### config.mk
export PLATFORM = sky130hd
export DESIGN_NAME = tga_pixel_stream_decoder_unit
export DESIGN_NICKNAME = d
export VERILOG_FILES = /design/src/rtl/core/tpsd_pkg.sv /design/src/rtl/core/tpsd_front.sv /design/src/rtl/core/tpsd_queue.sv /design/src/rtl/core/tpsd_back.sv /design/src/rtl/core/tga_pixel_stream_decoder_unit.sv
export SDC_FILE = /design/constraint.sdc
export NUM_CORES = 1
export LEC_CHECK = 0
export BUFFER_PORTS_ARGS = -buffer_cell sky130_fd_sc_hd__buf_2
export CAP_MARGIN = 20
export CELL_PAD_IN_SITES_DETAIL_PLACEMENT = 0
export CELL_PAD_IN_SITES_GLOBAL_PLACEMENT = 2
export CORE_ASPECT_RATIO = 1.25
export CORE_MARGIN = 8
export CORE_UTILIZATION = 35
export CTS_CLUSTER_DIAMETER = 150
export DETAILED_ROUTE_END_ITERATION = 6
export PLACE_DENSITY = 0.82
export RECOVER_POWER = 100
export SLEW_MARGIN = 40
export SYNTH_ARGS = -nofsm -noshare
export SYNTH_HDL_FRONTEND = slang
export SYNTH_SLANG_ARGS = --single-unit
### constraint.sdc
create_clock -name clock -period 6.34 [get_ports clock]
set_clock_uncertainty 0.05 [all_clocks]
set_input_delay 0.634 -clock clock [delete_from_list [all_inputs] [get_ports clock]]
set_output_delay 0.634 -clock clock [all_outputs]
set_load 0.1 [all_outputs]
### src/rtl/core/tpsd_pkg.sv
// Shared types and constants for the TGA pixel stream decoder.
// No dependencies; every other file of the decoder imports this package.
`timescale 1ns / 1ps

package tpsd_pkg;

   // Configuration register indexes
   localparam int unsigned CSR_INDEX_W = 2;
   localparam logic [CSR_INDEX_W-1:0] CSR_BYTES_PER_PIXEL = 2'd0;
   localparam logic [CSR_INDEX_W-1:0] CSR_COMPRESSED      = 2'd1;
   localparam logic [CSR_INDEX_W-1:0] CSR_PIXEL_TOTAL     = 2'd2;
   localparam int unsigned CSR_DATA_W = 32;

   // Reset values of the configuration registers
   localparam logic [2:0]  BPP_RESET        = 3'd4;
   localparam logic        COMPRESSED_RESET = 1'b1;
   localparam logic [31:0] PIXEL_TOTAL_RESET = 32'd1;

   // Narrow source pixels carry B,G,R only
   localparam logic [2:0] BPP_NARROW = 3'd3;
   localparam logic [1:0] FINAL_POS_WIDE   = 2'd3;
   localparam logic [1:0] FINAL_POS_NARROW = 2'd2;

   // Default depth of the queue between front and back
   localparam int unsigned TPSD_QUEUE_DEPTH = 2;

   typedef struct packed {
      logic [2:0]  bytes_per_pixel;
      logic        compressed;
      logic [31:0] pixel_total;
   } cfg_type;

   // One classified pixel run on its way from front to back
   typedef struct packed {
      logic       wide;
      logic [7:0] held0;
      logic [7:0] held1;
      logic [7:0] held2;
      logic [7:0] last_byte;
      logic [7:0] run_length;
      logic       last_of_image;
   } run_rec_type;

endpackage

### src/rtl/core/tpsd_front.sv
// Front end: packet parsing, pixel byte gathering and run clamping.
// Depends on tpsd_pkg; pushes one run record per completed pixel.
`timescale 1ns / 1ps

module tpsd_front
   import tpsd_pkg::*;
(
   input  logic        clock,
   input  logic        reset,
   input  cfg_type     cfg,
   input  logic        in_valid,
   input  logic [7:0]  in_byte,
   input  logic        queue_full,
   output logic        in_ready,
   output logic        push,
   output run_rec_type push_rec
);

   logic [31:0] pixels_done_ff, pixels_done_in;
   logic        expect_pkt_ff, expect_pkt_in;
   logic        pkt_repeat_ff, pkt_repeat_in;
   logic [7:0]  pkt_left_ff, pkt_left_in;
   logic [1:0]  byte_pos_ff, byte_pos_in;
   logic [7:0]  held_ff [3];

   logic        accept;
   logic        wide;
   logic [1:0]  final_pos;
   logic        pkt_byte;
   logic        gather;
   logic        emit;
   logic [7:0]  left;
   logic [7:0]  left_dec;
   logic [7:0]  want;
   logic        total_gt;
   logic [31:0] remaining;
   logic [7:0]  run;
   logic        last;

   assign in_ready  = !queue_full;
   assign accept    = in_valid && in_ready;
   assign wide      = (cfg.bytes_per_pixel != BPP_NARROW);
   assign final_pos = wide ? FINAL_POS_WIDE : FINAL_POS_NARROW;
   assign pkt_byte  = cfg.compressed && expect_pkt_ff;
   assign gather    = !pkt_byte && (byte_pos_ff < final_pos);
   assign emit      = !pkt_byte && !gather;

   // An empty packet count behaves as one pixel left
   assign left     = (pkt_left_ff == 8'd0) ? 8'd1 : pkt_left_ff;
   assign left_dec = left - 8'd1;

   always_comb begin
      if (!cfg.compressed) begin
         want = 8'd1;
      end else if (pkt_repeat_ff) begin
         want = left;
      end else begin
         want = 8'd1;
      end
   end

   // Clamp to the pixels that remain; an exhausted total ends the image at once
   assign total_gt  = cfg.pixel_total > pixels_done_ff;
   assign remaining = cfg.pixel_total - pixels_done_ff;

   always_comb begin
      if (!total_gt) begin
         run  = 8'd1;
         last = 1'b1;
      end else if ({24'd0, want} >= remaining) begin
         run  = remaining[7:0];
         last = 1'b1;
      end else begin
         run  = want;
         last = 1'b0;
      end
   end

   always_comb begin
      pixels_done_in = pixels_done_ff;
      expect_pkt_in  = expect_pkt_ff;
      pkt_repeat_in  = pkt_repeat_ff;
      pkt_left_in    = pkt_left_ff;
      byte_pos_in    = byte_pos_ff;
      if (accept) begin
         if (pkt_byte) begin
            pkt_repeat_in = in_byte[7];
            pkt_left_in   = {1'b0, in_byte[6:0]} + 8'd1;
            expect_pkt_in = 1'b0;
            byte_pos_in   = 2'd0;
         end else if (gather) begin
            byte_pos_in = byte_pos_ff + 2'd1;
         end else begin
            if (cfg.compressed) begin
               if (pkt_repeat_ff) begin
                  pkt_left_in   = 8'd0;
                  expect_pkt_in = 1'b1;
               end else begin
                  pkt_left_in   = left_dec;
                  expect_pkt_in = (left_dec == 8'd0);
               end
            end
            if (last) begin
               // drop the rest of an open packet and restart
               pixels_done_in = 32'd0;
               expect_pkt_in  = 1'b1;
               pkt_left_in    = 8'd0;
               pkt_repeat_in  = 1'b0;
            end else begin
               pixels_done_in = pixels_done_ff + {24'd0, run};
            end
            byte_pos_in = 2'd0;
         end
      end
   end

   always_ff @(posedge clock) begin
      if (reset) begin
         pixels_done_ff <= 32'd0;
         expect_pkt_ff  <= 1'b1;
         pkt_repeat_ff  <= 1'b0;
         pkt_left_ff    <= 8'd0;
         byte_pos_ff    <= 2'd0;
      end else begin
         pixels_done_ff <= pixels_done_in;
         expect_pkt_ff  <= expect_pkt_in;
         pkt_repeat_ff  <= pkt_repeat_in;
         pkt_left_ff    <= pkt_left_in;
         byte_pos_ff    <= byte_pos_in;
      end
   end

   // Gathered bytes are payload only
   always_ff @(posedge clock) begin
      if (accept && gather) begin
         case (byte_pos_ff)
            2'd0:    held_ff[0] <= in_byte;
            2'd1:    held_ff[1] <= in_byte;
            2'd2:    held_ff[2] <= in_byte;
            default: held_ff[2] <= held_ff[2];
         endcase
      end
   end

   assign push                   = accept && emit;
   assign push_rec.wide          = wide;
   assign push_rec.held0         = held_ff[0];
   assign push_rec.held1         = held_ff[1];
   assign push_rec.held2         = held_ff[2];
   assign push_rec.last_byte     = in_byte;
   assign push_rec.run_length    = run;
   assign push_rec.last_of_image = last;

   a_restart_after_last : assert property (@(posedge clock) disable iff (reset)
      push && push_rec.last_of_image |=> pixels_done_ff == 32'd0 && expect_pkt_ff)
      else $error("decoder did not restart after the last run of an image");

   a_run_nonzero : assert property (@(posedge clock) disable iff (reset)
      push |-> push_rec.run_length != 8'd0)
      else $error("run of zero pixels pushed");

endmodule

### src/rtl/core/tpsd_queue.sv
// Short run-record queue between the front and back ends.
// Depends on tpsd_pkg for the run record type.
`timescale 1ns / 1ps

module tpsd_queue
   import tpsd_pkg::*;
#(
   parameter int unsigned DEPTH = TPSD_QUEUE_DEPTH
)(
   input  logic        clock,
   input  logic        reset,
   input  logic        wr,
   input  run_rec_type wr_rec,
   input  logic        rd,
   output run_rec_type rd_rec,
   output logic        full,
   output logic        empty
);

   localparam int unsigned PTR_W = (DEPTH > 1) ? $clog2(DEPTH) : 1;
   localparam int unsigned CNT_W = $clog2(DEPTH + 1);
   localparam logic [PTR_W-1:0] PTR_LAST = PTR_W'(DEPTH - 1);
   localparam logic [CNT_W-1:0] CNT_FULL = CNT_W'(DEPTH);

   run_rec_type      mem_ff [DEPTH];
   logic [PTR_W-1:0] wr_ptr_ff, wr_ptr_in;
   logic [PTR_W-1:0] rd_ptr_ff, rd_ptr_in;
   logic [CNT_W-1:0] count_ff, count_in;

   assign full   = (count_ff == CNT_FULL);
   assign empty  = (count_ff == '0);
   assign rd_rec = mem_ff[rd_ptr_ff];

   always_comb begin
      wr_ptr_in = wr_ptr_ff;
      rd_ptr_in = rd_ptr_ff;
      count_in  = count_ff;
      if (wr) begin
         wr_ptr_in = (wr_ptr_ff == PTR_LAST) ? '0 : wr_ptr_ff + PTR_W'(1);
      end
      if (rd) begin
         rd_ptr_in = (rd_ptr_ff == PTR_LAST) ? '0 : rd_ptr_ff + PTR_W'(1);
      end
      if (wr && !rd) begin
         count_in = count_ff + CNT_W'(1);
      end else if (rd && !wr) begin
         count_in = count_ff - CNT_W'(1);
      end
   end

   always_ff @(posedge clock) begin
      if (reset) begin
         wr_ptr_ff <= '0;
         rd_ptr_ff <= '0;
         count_ff  <= '0;
      end else begin
         wr_ptr_ff <= wr_ptr_in;
         rd_ptr_ff <= rd_ptr_in;
         count_ff  <= count_in;
      end
   end

   always_ff @(posedge clock) begin
      if (wr) begin
         mem_ff[wr_ptr_ff] <= wr_rec;
      end
   end

   a_no_overflow : assert property (@(posedge clock) disable iff (reset)
      wr |-> !full)
      else $error("write into full queue");

   a_no_underflow : assert property (@(posedge clock) disable iff (reset)
      rd |-> !empty)
      else $error("read from empty queue");

   a_count_bound : assert property (@(posedge clock) disable iff (reset)
      count_ff <= CNT_FULL)
      else $error("queue count beyond depth");

endmodule

### src/rtl/core/tpsd_back.sv
// Back end: channel reorder to R,G,B,A and the result output register.
// Depends on tpsd_pkg for the run record type.
`timescale 1ns / 1ps

module tpsd_back
   import tpsd_pkg::*;
(
   input  logic        clock,
   input  logic        reset,
   input  logic        queue_empty,
   input  run_rec_type head_rec,
   output logic        pop,
   output logic        out_valid,
   input  logic        out_ready,
   output logic [39:0] out_data,
   output logic        out_last
);

   logic        valid_ff, valid_in;
   logic [39:0] data_ff, data_in;
   logic        last_ff, last_in;
   logic [7:0]  red, green, blue, alpha;

   // Wide pixels: B,G,R,A; narrow pixels: B,G,R with the final byte as red
   assign red   = head_rec.wide ? head_rec.held2 : head_rec.last_byte;
   assign green = head_rec.held1;
   assign blue  = head_rec.held0;
   assign alpha = head_rec.wide ? head_rec.last_byte : 8'd0;

   assign pop      = !queue_empty && (!valid_ff || out_ready);
   assign valid_in = pop || (valid_ff && !out_ready);
   assign data_in  = pop ? {head_rec.run_length, alpha, blue, green, red} : data_ff;
   assign last_in  = pop ? head_rec.last_of_image : last_ff;

   always_ff @(posedge clock) begin
      if (reset) begin
         valid_ff <= 1'b0;
      end else begin
         valid_ff <= valid_in;
      end
   end

   always_ff @(posedge clock) begin
      data_ff <= data_in;
      last_ff <= last_in;
   end

   assign out_valid = valid_ff;
   assign out_data  = data_ff;
   assign out_last  = last_ff;

endmodule

### src/rtl/core/tga_pixel_stream_decoder_unit.sv
// Top level of the TGA pixel stream decoder: configuration registers and
// the front end, run queue and back end. Depends on tpsd_pkg and the tpsd_ modules.
`timescale 1ns / 1ps
//
// Channel   Direction  Handshake              Payload
// req_      in         req_tvalid/req_tready  req_tdata: data_byte
// rsp_      out        rsp_tvalid/rsp_tready  rsp_tdata: red,green,blue,alpha,run_length;
//                                             rsp_tlast: last_of_image
// csr_      in         csr_we (no wait)       csr_index, csr_wdata
//
// One image byte is taken per cycle while the run queue is not full. The byte that
// completes a pixel writes its run into the queue at its own transfer edge; the back
// end then loads that run into the output register once the register is free, and
// rsp_tvalid is driven from that register.
// Throughput is set by the front end, which updates its counters once per byte.
// reset is synchronous and active high; it restores register defaults and
// empties the queue and output register.
// A stalled rsp_ side fills the run queue; req_tready drops only when it is full.

module tga_pixel_stream_decoder_unit
   import tpsd_pkg::*;
#(
   parameter int unsigned QUEUE_DEPTH = TPSD_QUEUE_DEPTH
)(
   input  logic                   clock,
   input  logic                   reset,
   // image byte transfers
   input  logic                   req_tvalid,
   output logic                   req_tready,
   input  logic [7:0]             req_tdata,   // [7:0] data_byte
   // pixel run transfers
   output logic                   rsp_tvalid,
   input  logic                   rsp_tready,
   output logic [39:0]            rsp_tdata,   // [7:0] red, [15:8] green, [23:16] blue,
                                               // [31:24] alpha, [39:32] run_length
   output logic                   rsp_tlast,   // last_of_image
   // configuration writes
   input  logic                   csr_we,
   input  logic [CSR_INDEX_W-1:0] csr_index,
   input  logic [CSR_DATA_W-1:0]  csr_wdata
);

   cfg_type     cfg_ff, cfg_in;
   logic        queue_full;
   logic        queue_empty;
   logic        push;
   logic        pop;
   run_rec_type push_rec;
   run_rec_type head_rec;

   // Hold configuration; each write lands in the indexed register, others drop
   always_comb begin
      cfg_in = cfg_ff;
      if (csr_we) begin
         case (csr_index)
            CSR_BYTES_PER_PIXEL: cfg_in.bytes_per_pixel = csr_wdata[2:0];
            CSR_COMPRESSED:      cfg_in.compressed      = csr_wdata[0];
            CSR_PIXEL_TOTAL:     cfg_in.pixel_total     = csr_wdata[31:0];
            default:             cfg_in = cfg_ff;
         endcase
      end
   end

   always_ff @(posedge clock) begin
      if (reset) begin
         cfg_ff.bytes_per_pixel <= BPP_RESET;
         cfg_ff.compressed      <= COMPRESSED_RESET;
         cfg_ff.pixel_total     <= PIXEL_TOTAL_RESET;
      end else begin
         cfg_ff <= cfg_in;
      end
   end

   // Front end: classify each byte, advance packet and pixel counters
   tpsd_front u_front (
      .clock      (clock),
      .reset      (reset),
      .cfg        (cfg_ff),
      .in_valid   (req_tvalid),
      .in_byte    (req_tdata),
      .queue_full (queue_full),
      .in_ready   (req_tready),
      .push       (push),
      .push_rec   (push_rec)
   );

   // Decouple the two ends so either may stall
   tpsd_queue #(
      .DEPTH (QUEUE_DEPTH)
   ) u_queue (
      .clock  (clock),
      .reset  (reset),
      .wr     (push),
      .wr_rec (push_rec),
      .rd     (pop),
      .rd_rec (head_rec),
      .full   (queue_full),
      .empty  (queue_empty)
   );

   // Back end: reorder channels and drive the result register
   tpsd_back u_back (
      .clock       (clock),
      .reset       (reset),
      .queue_empty (queue_empty),
      .head_rec    (head_rec),
      .pop         (pop),
      .out_valid   (rsp_tvalid),
      .out_ready   (rsp_tready),
      .out_data    (rsp_tdata),
      .out_last    (rsp_tlast)
   );

endmodule
### Word-level counts from Yosys, hierarchy flattened

Memory sizes are Yosys's and may differ from the RTL's. A register that Yosys moved wholly into a read port is not among the register bits.
Cells that the tools add are included.

* output and inout bits: 43
* register bits after elaboration: 126
* bits in writable memories: 108
* memories kept: 2

Memory list
* u_queue.mem_ff: depth 2, bits a word 42, read ports 1, clocked after memory_dff 1, wr ports 1, line tpsd_queue.sv:25 `run_rec_type mem_ff [DEPTH];`
* u_front.held_ff: depth 3, bits a word 8, read ports 3, clocked after memory_dff 0, wr ports 1, line tpsd_front.sv:24 `logic [7:0] held_ff [3];`

* bitwise gates (word level): 3
* muxes and demuxes: 52
* reduce and logical (&&, ||, !) cells: 37
* order comparisons: 3
* add/sub/neg operators: 9
* eq/ne operators: 7

Operator list (number)
* two-way mux 8 bit: 14
* adder 32 x 8 -> 32 bit: 1
* >= comparator 8 x 32 -> 1 bit: 1
* greater-than comparator 32 bit: 1
* two-way mux 32 bit: 1
* subtractor 32 bit: 1
* two-way mux 1 bit: 31
* zero test 8 bit: 2
* OR reduction 8 bit: 2
* two-way mux 2 bit: 6
* logical AND 1 bit: 10
* AND reduction 3 bit: 3
* adder 7 x 1 -> 8 bit, second input constant: 1
* zero test 1 bit: 8
* subtractor 8 x 1 -> 8 bit, second input constant: 1
* == test 2 bit, second input constant: 3
* zero test 2 bit: 3
* AND reduction 2 bit: 3
* adder 2 x 1 -> 2 bit, second input constant: 2
* == test 2 x 1 -> 1 bit, second input constant: 2
* nonzero test 2 bit: 2
* != test 3 x 2 -> 1 bit, second input constant: 1
* nonzero test 3 bit: 1
* OR reduction 3 bit: 1
* 7 further kinds: 10

### Logic depth before layout (Yosys ltp)

* word-level depth: 11
* depth in mapped cells: 31

### Hierarchy

A second synthesis with hierarchy kept.

* cells, all modules: 1152
* area, all modules: 12498.2 µm²

By module, submodules not included
* tpsd_front: area an instance 6207.2 µm², sequential area each 1601.5 µm², cells an instance 780, times used 1
* tpsd_queue: area an instance 3238.1 µm², sequential area each 2622.5 µm², cells an instance 153, times used 1
* tga_pixel_stream_decoder_unit: area an instance 1614.0 µm², sequential area each 720.7 µm², cells an instance 156, times used 1
* tpsd_back: area an instance 1438.9 µm², sequential area each 1251.2 µm², cells an instance 63, times used 1

### Worst setup path after synthesis

OpenSTA, ideal clock, no wires.

* kind: reg2reg
* start: reg u_front.pixels_done_ff[0]
* end: reg u_front.pixels_done_ff[30]
* data required time: 6152 ps
* setup time: 138 ps
* cell stages (with the launch flop): 31
* data arrival time: 5577 ps
* setup slack: 574 ps
* period minus slack after synthesis: 5766 ps
* cells stage by stage: dfxtp_1 ha_1 inv_1 fa_1 a21o_1 a21o_1 xnor2_1 ha_1 a21o_1 a211oi_1 o21ai_0 a21oi_1 a2111oi_0 and4b_1 nand4_2 or4_1 buf_2 buf_2 mux2i_1 nor2_1 fa_1 a21o_1 a21oi_1 o21bai_1 a21oi_1 o21bai_1 a21oi_1 nor3_1 and2_1 xnor2_1 nor3_2

RTL lines
* start: declaration: line tpsd_front.sv:19 `logic [31:0] pixels_done_ff, pixels_done_in;`
* start signal: assignment: line tpsd_front.sv:125 `pixels_done_ff <= pixels_done_in;`

==> impl_results.rst <==
.. list-table::
   :header-rows: 1

   * - Metric
     - Value
   * - Net count after synthesis
     - 1296
   * - Post-route clock period utilization
     - 93.72%
   * - Placement Cell Area
     - 13430 um^2
   * - Critical Path RT
     - 6.69 ns
   * - Fmax
     - 168.3 MHz
   * - Total non-filler cell area in the finished layout
     - 14170 um^2
   * - Final hold violation count
     - 0
   * - Final setup violating endpoints
     - 0
   * - Final weighted congestion in routability-driven placement
     - 0.9348
   * - Capturing element type of the critical path
     - flip-flop
   * - Die width
     - 183.1 um
   * - Effective utilization at floorplan
     - 35.47%
   * - Largest fanout on the critical path
     - 7
   * - Pwr Total
     - 0.004749 W
   * - Number of buffers created by CTS
     - 24
   * - Total placed cells including tap cells
     - 1746
   * - Number of instances in the synthesized netlist
     - 1191
   * - Vias in the first global route
     - 9547
   * - DP HPWL
     - 25600 um
   * - Ratio of cells with drive above 1 in the final layout
     - 14.46%
   * - Final period demand of the worst path
     - 5.942 ns
   * - Post-synthesis sequential area ratio
     - 50.75%
   * - Cell Rows
     - 76
   * - Antenna-violating nets left
     - 0
   * - Number of slew-limit violations in the final report
     - 203
   * - Leakage power total
     - 5.296 nW
   * - Per-cell via count in the routed design
     - 5.180
   * - Final routed wire length divided by cell count
     - 18.97 um
   * - Number of storage elements in the synthesis netlist
     - 235
   * - Final core occ
     - 41.16%
   * - P&R area growth vs syn
     - 16.04%
   * - Critical Setup Path Class
     - flip-flop to flip-flop
   * - Nets
     - 1409
   * - Tightest Pin Transition
     - 2.788 ns
   * - Max-cap viol count
     - 5
   * - Total power density per cell area
     - 335.2 nW/um^2
   * - Sequential cell area
     - 6196 um^2
   * - Number of fill cells in the layout
     - 3463
   * - Root cell of the clock tree
     - clkbuf_16
   * - Final wirelength
     - 33940 um
   * - I/O pin count
     - 90
   * - Number of buffers on the longest clock path
     - 3
   * - First-pass GRT wire length
     - 52820 um
   * - CTS tree
     - built
   * - Main synth FF type
     - edfxtp_1
   * - CTS clk-pin slew, worst paths
     - 0.07 ns
   * - Number of buffers inserted by post-CTS setup repair
     - 0
   * - Worst Path Arrival
     - 6.29 ns
   * - Number of antenna diodes
     - 0
   * - Number of H-tree levels
     - 1
   * - Starting DRT DRC Count
     - 422
   * - Final std cells w/o fill
     - 1789
   * - Yosys Warn Count
     - 0
   * - Total number of vias
     - 9267
   * - Violated checks
     - max-capacitance violations, max-slew violations
   * - Post-route DRC violation count
     - 0
   * - Antenna violations before repair
     - 0
   * - DIE AREA
     - 41150 um^2
   * - Number of enable-type register cells in the synthesized netlist
     - 149
   * - Global-route usage over all layers
     - 16.21%
   * - First-pass DRT Iterations
     - 5
   * - Clock latency on the worst-skew pair
     - 0.54 ns
   * - Sink count of the clock tree
     - 235
   * - Congestion Overflow GR
     - 0
   * - Crit path launch type
     - flip-flop
   * - Yosys cell types
     - 77
   * - Die Span Y
     - 224.8 um
   * - Area of the multi-input gates
     - 5618 um^2
   * - Outcome
     - finished, violations left
   * - Total standard cell area after synthesis
     - 12210 um^2
   * - Core box area
     - 34420 um^2
   * - Aggregate negative setup slack
     - 0 ns
   * - Max VDD drop
     - 0.2065 mV
   * - Worst rel slew slack
     - -86.00%
   * - Count of buffers from port buffering
     - 89
   * - Largest net degree at the start of global routing
     - 88
   * - # hold bufs at CTS
     - 0
   * - Type of the worst min-delay path
     - input pin to flip-flop
   * - RSZ-0062 raised after global routing
     - no
   * - Synth async-reset ratio
     - 0%
   * - Syn_area_per_cell
     - 10.25 um^2
[routing by layer]
layer	routed length (um)	vias to the layer above	GRT usage, %
met5	0	-	0
met4	1441	0	7.225
met3	1350	77	2.276
met2	17880	191	30.90
met1	13270	4423	17.40
li1	-	4576	-
[logic make-up (layout without fill, tap and decap cells)]
kind of cell             Yosys count  in the layout  share of synthesized area (%)
flip-flops                       235            235                          50.75
AO/OA/AOI/OAI                    266            266                          14.01
XOR/XNOR                          55             55                          3.945
multiplexers                      45             45                          3.966
AND/OR/NAND/NOR                  417            417                          17.45
adder cells (fa/ha/maj)           58             58                          6.067
buffers and inverters            115            245                          3.812
[critical path: stages (launching register included)]
cell and delay, ns:
dfxtp_1 0.38, inv_1 0.07, ha_1 0.37, a21o_1 0.25, a221o_1 0.45, a21oi_2 0.21, o221a_2 0.32, mux2i_1 0.13
nor4bb_1 0.38, nand4b_1 0.23, or4_4 0.59, mux2_1 0.24, nand2_1 0.07, ha_1 0.21, fa_1 0.40, a21o_1 0.18
a21oi_2 0.18, o21bai_1 0.10, a21oi_2 0.17, o21bai_1 0.11, a21oi_2 0.22, nor3_4 0.09, and2_0 0.18, xnor2_1 0.16
nor3_2 0.05
[layout make-up]
class / count / share of cell area [%]
clock inverter: 18 / 1.263
multi-input combinational: 841 / 39.65
tap: 468 / 4.133
inverter: 57 / 1.510
clock buffer: 25 / 4.266
sequential: 235 / 43.73
timing repair buffer: 145 / 5.440
[timing repair]
| action | CTS | global route |
|---|---|---|
| endpoints found under the setup margin | 5 | 25 |
| resized for setup | 2 | 14 |
| pin swaps | 0 | 1 |
[state kept, by name (all words and copies together), names as in the netlist, named ones only]
register and flops:
u_front.pkt_left_ff 8, u_queue.rd_ptr_ff 1, u_queue.wr_ptr_ff 1, u_queue.count_ff 2, u_back.out_last 1, u_front.pkt_repeat_ff 1, u_back.out_valid 1, cfg_ff 36
u_queue.mem_ff 84, u_back.out_data 40, u_front.pixels_done_ff 32, u_front.expect_pkt_ff 1, u_front.byte_pos_ff 2, u_front.held_ff 24
[metrics by stage]
step / worst slack [ns] / hold slack, ns
global placement: 0.09325 / 0.3734
detailed placement: -0.04943 / 0.3810
finish: 0.3979 / 0.2820
floorplan: 0.5744 / 0.3715
CTS: 0.02150 / 0.2634
global route: 0.003755 / 0.2810
[synthesized netlist by cell type (5+ instances only)]
| cell type | instances | area share [%] |
|---|---|---|
| xor2_1 | 11 | 0.79 |
| ha_1 | 56 | 5.7 |
| mux2i_1 | 18 | 1.5 |
| nor4_1 | 12 | 0.61 |
| nand4_1 | 21 | 1.1 |
| nor2_1 | 65 | 2.0 |
| o21ai_1 | 5 | 0.20 |
| mux2_2 | 26 | 2.4 |
| o21bai_1 | 6 | 0.37 |
| xnor2_1 | 44 | 3.2 |
| a21oi_1 | 105 | 4.3 |
| or2_2 | 5 | 0.26 |
| nand2b_1 | 13 | 0.67 |
| o21ai_0 | 39 | 1.6 |
| a211o_1 | 5 | 0.36 |
| nand3_1 | 35 | 1.4 |
| inv_1 | 57 | 1.8 |
| buf_1 | 11 | 0.34 |
| a22o_1 | 7 | 0.50 |
| nor3_1 | 43 | 1.8 |
| o21a_1 | 12 | 0.74 |
| or3_1 | 7 | 0.36 |
| a211oi_1 | 20 | 1.2 |
| and3_1 | 16 | 0.82 |
| a21o_1 | 12 | 0.74 |
| dfxtp_1 | 86 | 14 |
| clkbuf_1 | 33 | 1.0 |
| nand2_1 | 133 | 4.1 |
| o211ai_1 | 6 | 0.37 |
| nor3_2 | 10 | 0.82 |
| and2_1 | 18 | 0.92 |
| edfxtp_1 | 149 | 37 |
| buf_2 | 12 | 0.49 |
| nor2b_1 | 14 | 0.72 |
[report_power, final]
| group | total, W | switching (W) | internal [W] |
|---|---|---|---|
| combinational | 0.00149 | 0.00113 | 0.000360 |
| clock | 0.00139 | 0.000610 | 0.000784 |
| sequential | 0.00186 | 0.0000571 | 0.00181 |
[path summary, 6_finish.rpt]
kind	from	end	slack, ns	cells after the start
setup / recovery	u_front.pixels_done_ff[4]	u_front.pixels_done_ff[30]	0.40	24
hold / removal	csr_wdata[22]	cfg_ff[22]	0.28	3
setup reg to reg	u_front.pixels_done_ff[4]	u_front.pixels_done_ff[30]	0.40	24
hold reg to reg	u_front.held_ff[1][4]	u_queue.mem_ff[0][29]	0.39	0
[layout by cell type, fill, tap and decap left out, drive strengths merged, types with 7 or more instances in the layout]
cell,instances
a22o,7
and2,19
o21ai,44
a21o,12
mux2,27
buf,80
nor2,65
clkbuf,90
xnor2,44
nand2,133
ha,56
nor4,14
xor2,11
nor2b,14
o21a,12
clkinvlp,8
or3,7
mux2i,18
a21oi,109
nand2b,13
nand3,35
clkinv,8
and3,16
edfxtp,149
nand4,22
a211oi,20
inv,57
dfxtp,86
nor3,53
Note: power is estimated with default switching activity, not from simulation.
